[config.mk]
export PLATFORM = sky130hd
export DESIGN_NAME = dsm_ram
export DESIGN_NICKNAME = d
export VERILOG_FILES = /design/src/rtl/domain_suffix_matcher_top_defines.svh /design/src/rtl/dsm_ram.sv
export SDC_FILE = /design/constraint.sdc
export NUM_CORES = 2
export LEC_CHECK = 0
export BUFFER_PORTS_ARGS = -buffer_cell sky130_fd_sc_hd__buf_2
export CORE_MARGIN = 5
export CORE_UTILIZATION = 50
export CTS_CLUSTER_SIZE = 24
export DETAILED_ROUTE_END_ITERATION = 10
export PLACE_DENSITY = 0.65
export SYNTH_ARGS = -nofsm -noshare
export SYNTH_HDL_FRONTEND = slang
export SYNTH_SLANG_ARGS = --single-unit
[constraint.sdc]
create_clock -name clock -period 5.4 [get_ports clock]
set_input_delay 1.08 -clock clock [delete_from_list [all_inputs] [get_ports clock]]
set_output_delay 1.08 -clock clock [all_outputs]
set_load 0.02 [all_outputs]
[src/rtl/domain_suffix_matcher_top_defines.svh]
// Assertion macros for the domain suffix matcher.
// Used by domain_suffix_matcher_top; expects clock and reset in scope.
`ifndef DOMAIN_SUFFIX_MATCHER_TOP_DEFINES_SVH
`define DOMAIN_SUFFIX_MATCHER_TOP_DEFINES_SVH

// expression must hold at every edge outside reset
`define DSM_ASSERT_HOLDS(label, expr, msg) \
   label: assert property (@(posedge clock) disable iff (reset) (expr)) else $error(msg);

// consequent must hold in the same cycle as the antecedent
`define DSM_ASSERT_IMPLIES(label, ante, cons, msg) \
   label: assert property (@(posedge clock) disable iff (reset) (ante) |-> (cons)) \
      else $error(msg);

`endif

[src/rtl/dsm_ram.sv]
// Simple dual-port RAM: one write port, one read port with registered data.
// No dependencies.
`timescale 1ns / 1ps

module dsm_ram #(
   parameter int DEPTH = 256,
   parameter int WIDTH = 8
) (
   input  logic                     clock,
   input  logic                     wr_en,
   input  logic [$clog2(DEPTH)-1:0] wr_addr,
   input  logic [WIDTH-1:0]         wr_data,
   input  logic [$clog2(DEPTH)-1:0] rd_addr,
   output logic [WIDTH-1:0]         rd_data
);

   logic [WIDTH-1:0] mem [DEPTH];
   logic [WIDTH-1:0] rd_data_ff;

   always_ff @(posedge clock) begin
      if (wr_en) begin
         mem[wr_addr] <= wr_data;
      end
      rd_data_ff <= mem[rd_addr];
   end

   assign rd_data = rd_data_ff;

endmodule

==> flow_summary.yaml <==
die:
  die_area_um2: 167000
  core_area_um2: 158000
  rows: 146
  start_util: 0.502
  ios: 34
  die_h_um: 409
  fp.dieW_um: 409
sta:
  setup_tns_ns: 0
  relSlewSlack: 0.109
  min_period_ns: 4.10
  tightest_slew_ns: 1.34
  setup_viol: 0
  finalHoldViolCount: 0
  fin_skew_ns: 0.0625
  slew_violations: 0
  max_freq_mhz: 244
  period_share: 0.759
  rsz0062_at_grt: "false"
cts:
  cts_max_level: 4
  hold_buffers: 0
  tritoncts: "built"
  cts-root-buf: "clkbuf_16"
  clk_pin_slew_ns: 0.06
  cts_resized: 0
  clockBufferDepth: 3
  cts_setup_buffers: 0
  clk_latency_ns: 0.84
  cts_buffers: 200
  cts.sinks: 2056
detailed_routing:
  dr.first_iter.drc_count: 4954
  wl_per_cell_um: 32.0
  via_per_inst: 6.38
  drt-total-wl_um: 196000
  dr_total_vias: 39000
  firstDrtPassIters: 5
  route.detailed.drc: 0
  postRouteAntennaNets: 0
setup_path:
  worstPathMaxFanout: 42
  required_ns: 6.09
  cp_slowest_cell: "nor4_1"
  cp_cell_sequence: "buf_8 > buf_12 > mux4_2 > nor2b_1 > a211oi_1 > nor2_1 > nor4_1 > buf_4 > nor4_2"
  path_class: "in -> reg"
  cp.arrival_ns: 4.79
  slowest_delay_ns: 0.97
  critical_path.startpoint_type: "primary input"
  cp-end-kind: "flop"
logic_synthesis:
  yosysWarnings: 0
  ys_types: 55
  yosys.area.top_type: "edfxtp_1"
  synth_flop_cell: "edfxtp_1"
  async_reset_ff_frac: 0
  synth_top_area_share: 0.773
  syn_nets: 3759
  synthesis.area_um2: 79600
  synthCells: 3733
  synth_edf_count: 2048
  synth_area_per_cell_um2: 21.3
  synth.area.top_cells: "edfxtp_1 77%, mux4_2 13%, mux2i_1 1.7%"
  synth.yosys.seq_area_share: 0.775
  ys_seq_elements: 2056
cells_and_area:
  area_growth_pct: 11.4
  nets: 3891
  fin_cells: 6105
  mostFrequentLayoutCell: "edfxtp_1"
  layout_common_cells: "2,048 x edfxtp_1, 454 x mux4_2, 279 x nor2_1, 202 x clkbuf_16, 134 x mux2i_1"
  drive_gt1_frac: 0.225
hold_path:
  hp-class: "in -> reg"
power:
  p_leak_uw: 0.0272
  p_per_area_nw_per_um2: 369
  ir_worst_vdd_uv: 355
run:
  maxCapViolations: 0
placed_design:
  io_buffers: 33
  hpwlAfterDp_um: 118000
  place.gp.congestion: 0.847
  dp_cells: 5735
grt:
  grt_pass1_vias: 38600
  grt_pass1_wl_um: 283000
  antenna_found_initial: 8
  track_usage: 0.234
  overflow: 0
  grt_max_degree: 182
run_status:
  status: "finished, final reports clean"
path summary, 6_finish.rpt:
kind	startpoint	endpoint	slack (ns)	cells after the start
setup reg to reg	mem[77][2]$_DFFE_PP_	rd_data[2]$_DFF_P_	2.25	7
setup / recovery	rd_addr[0]	rd_data[2]$_DFF_P_	1.30	9
hold / removal	wr_data[4]	mem[83][4]$_DFFE_PP_	0.70	1
hold reg to reg	mem[40][3]$_DFFE_PP_	rd_data[3]$_DFF_P_	0.97	6
stage by stage:
step | setup WS, ns | cell area (um^2) | power (uW) | hold WS [ns] | utilization
after global routing | 1.29 | 88600 | 33700 | 0.722 | 0.559
after global placement | 0.548 | 82300 | 19500 | 0.986 | 0.519
after CTS | 1.42 | 88600 | 32900 | 0.705 | 0.559
after detailed placement | 0.538 | 82300 | 19600 | 0.958 | 0.519
final | 1.30 | 88600 | 32700 | 0.704 | 0.559
after floorplan | 2.38 | 79600 | 18800 | 0.770 | -
critical path: cells and delay by family:
family	cells	cell delay (ns)
and+or+nand+nor	4	1.33
buffers and inverters	3	1.09
AOI/OAI and AO/OA	1	0.58
muxes	1	0.56
kinds of logic after synthesis:
family / synth area share
simple gates: 0.0263
mux: 0.146
compound gates: 0.0342
flops: 0.775
buf+inv: 0.0183
synthesized netlist by cell type (3+ instances only):
cell type	count
mux4_2	454
dfxtp_1	8
nor2b_1	31
and2_1	6
o32ai_1	4
nor4_2	3
nor4_1	24
buf_1	22
a211oi_1	16
buf_2	31
o22ai_1	28
nand4_1	10
a21oi_1	96
nor3_1	22
a22o_1	8
a22oi_1	133
nor2_1	282
buf_6	21
o21ai_0	10
or2_2	4
a221oi_1	13
buf_4	27
buf_8	13
nand2_1	33
edfxtp_1	2048
nand2b_1	8
o221ai_1	46
o22a_1	5
o211ai_1	10
clkbuf_1	111
buf_12	8
mux2i_1	134
nand3_1	34
area by class of cell:
type / instances / area [um^2]
multi-input combinational: 1442 / 16500
sequential: 2056 / 61700
antenna: 2 / 5.00
timing repair buffer: 163 / 1510
clock inverter: 117 / 1100
tap: 2072 / 2590
fill: 11600 / 69800
clock buffer: 251 / 5240
inverter: 2 / 7.51
layer usage:
layer / routed length (um) / GRT usage
met5: 61 / 0
met4: 5160 / 0.0633
met3: 19300 / 0.0535
met2: 91700 / 0.356
met1: 79300 / 0.347
state kept, by name (all words and copies together), names as in the netlist:
signal	flops
mem	2048
rd_data	8
where the power goes:
group | total [uW] | switching [uW] | internal (uW) | leakage (uW)
logic | 1600 | 1050 | 543 | 0.00569
clock network | 13500 | 5940 | 7560 | 0.00308
registers | 17600 | 34.4 | 17600 | 0.0185
total | 32700 | 7030 | 25700 | 0.0272
Power figures use the tool's default switching activity.
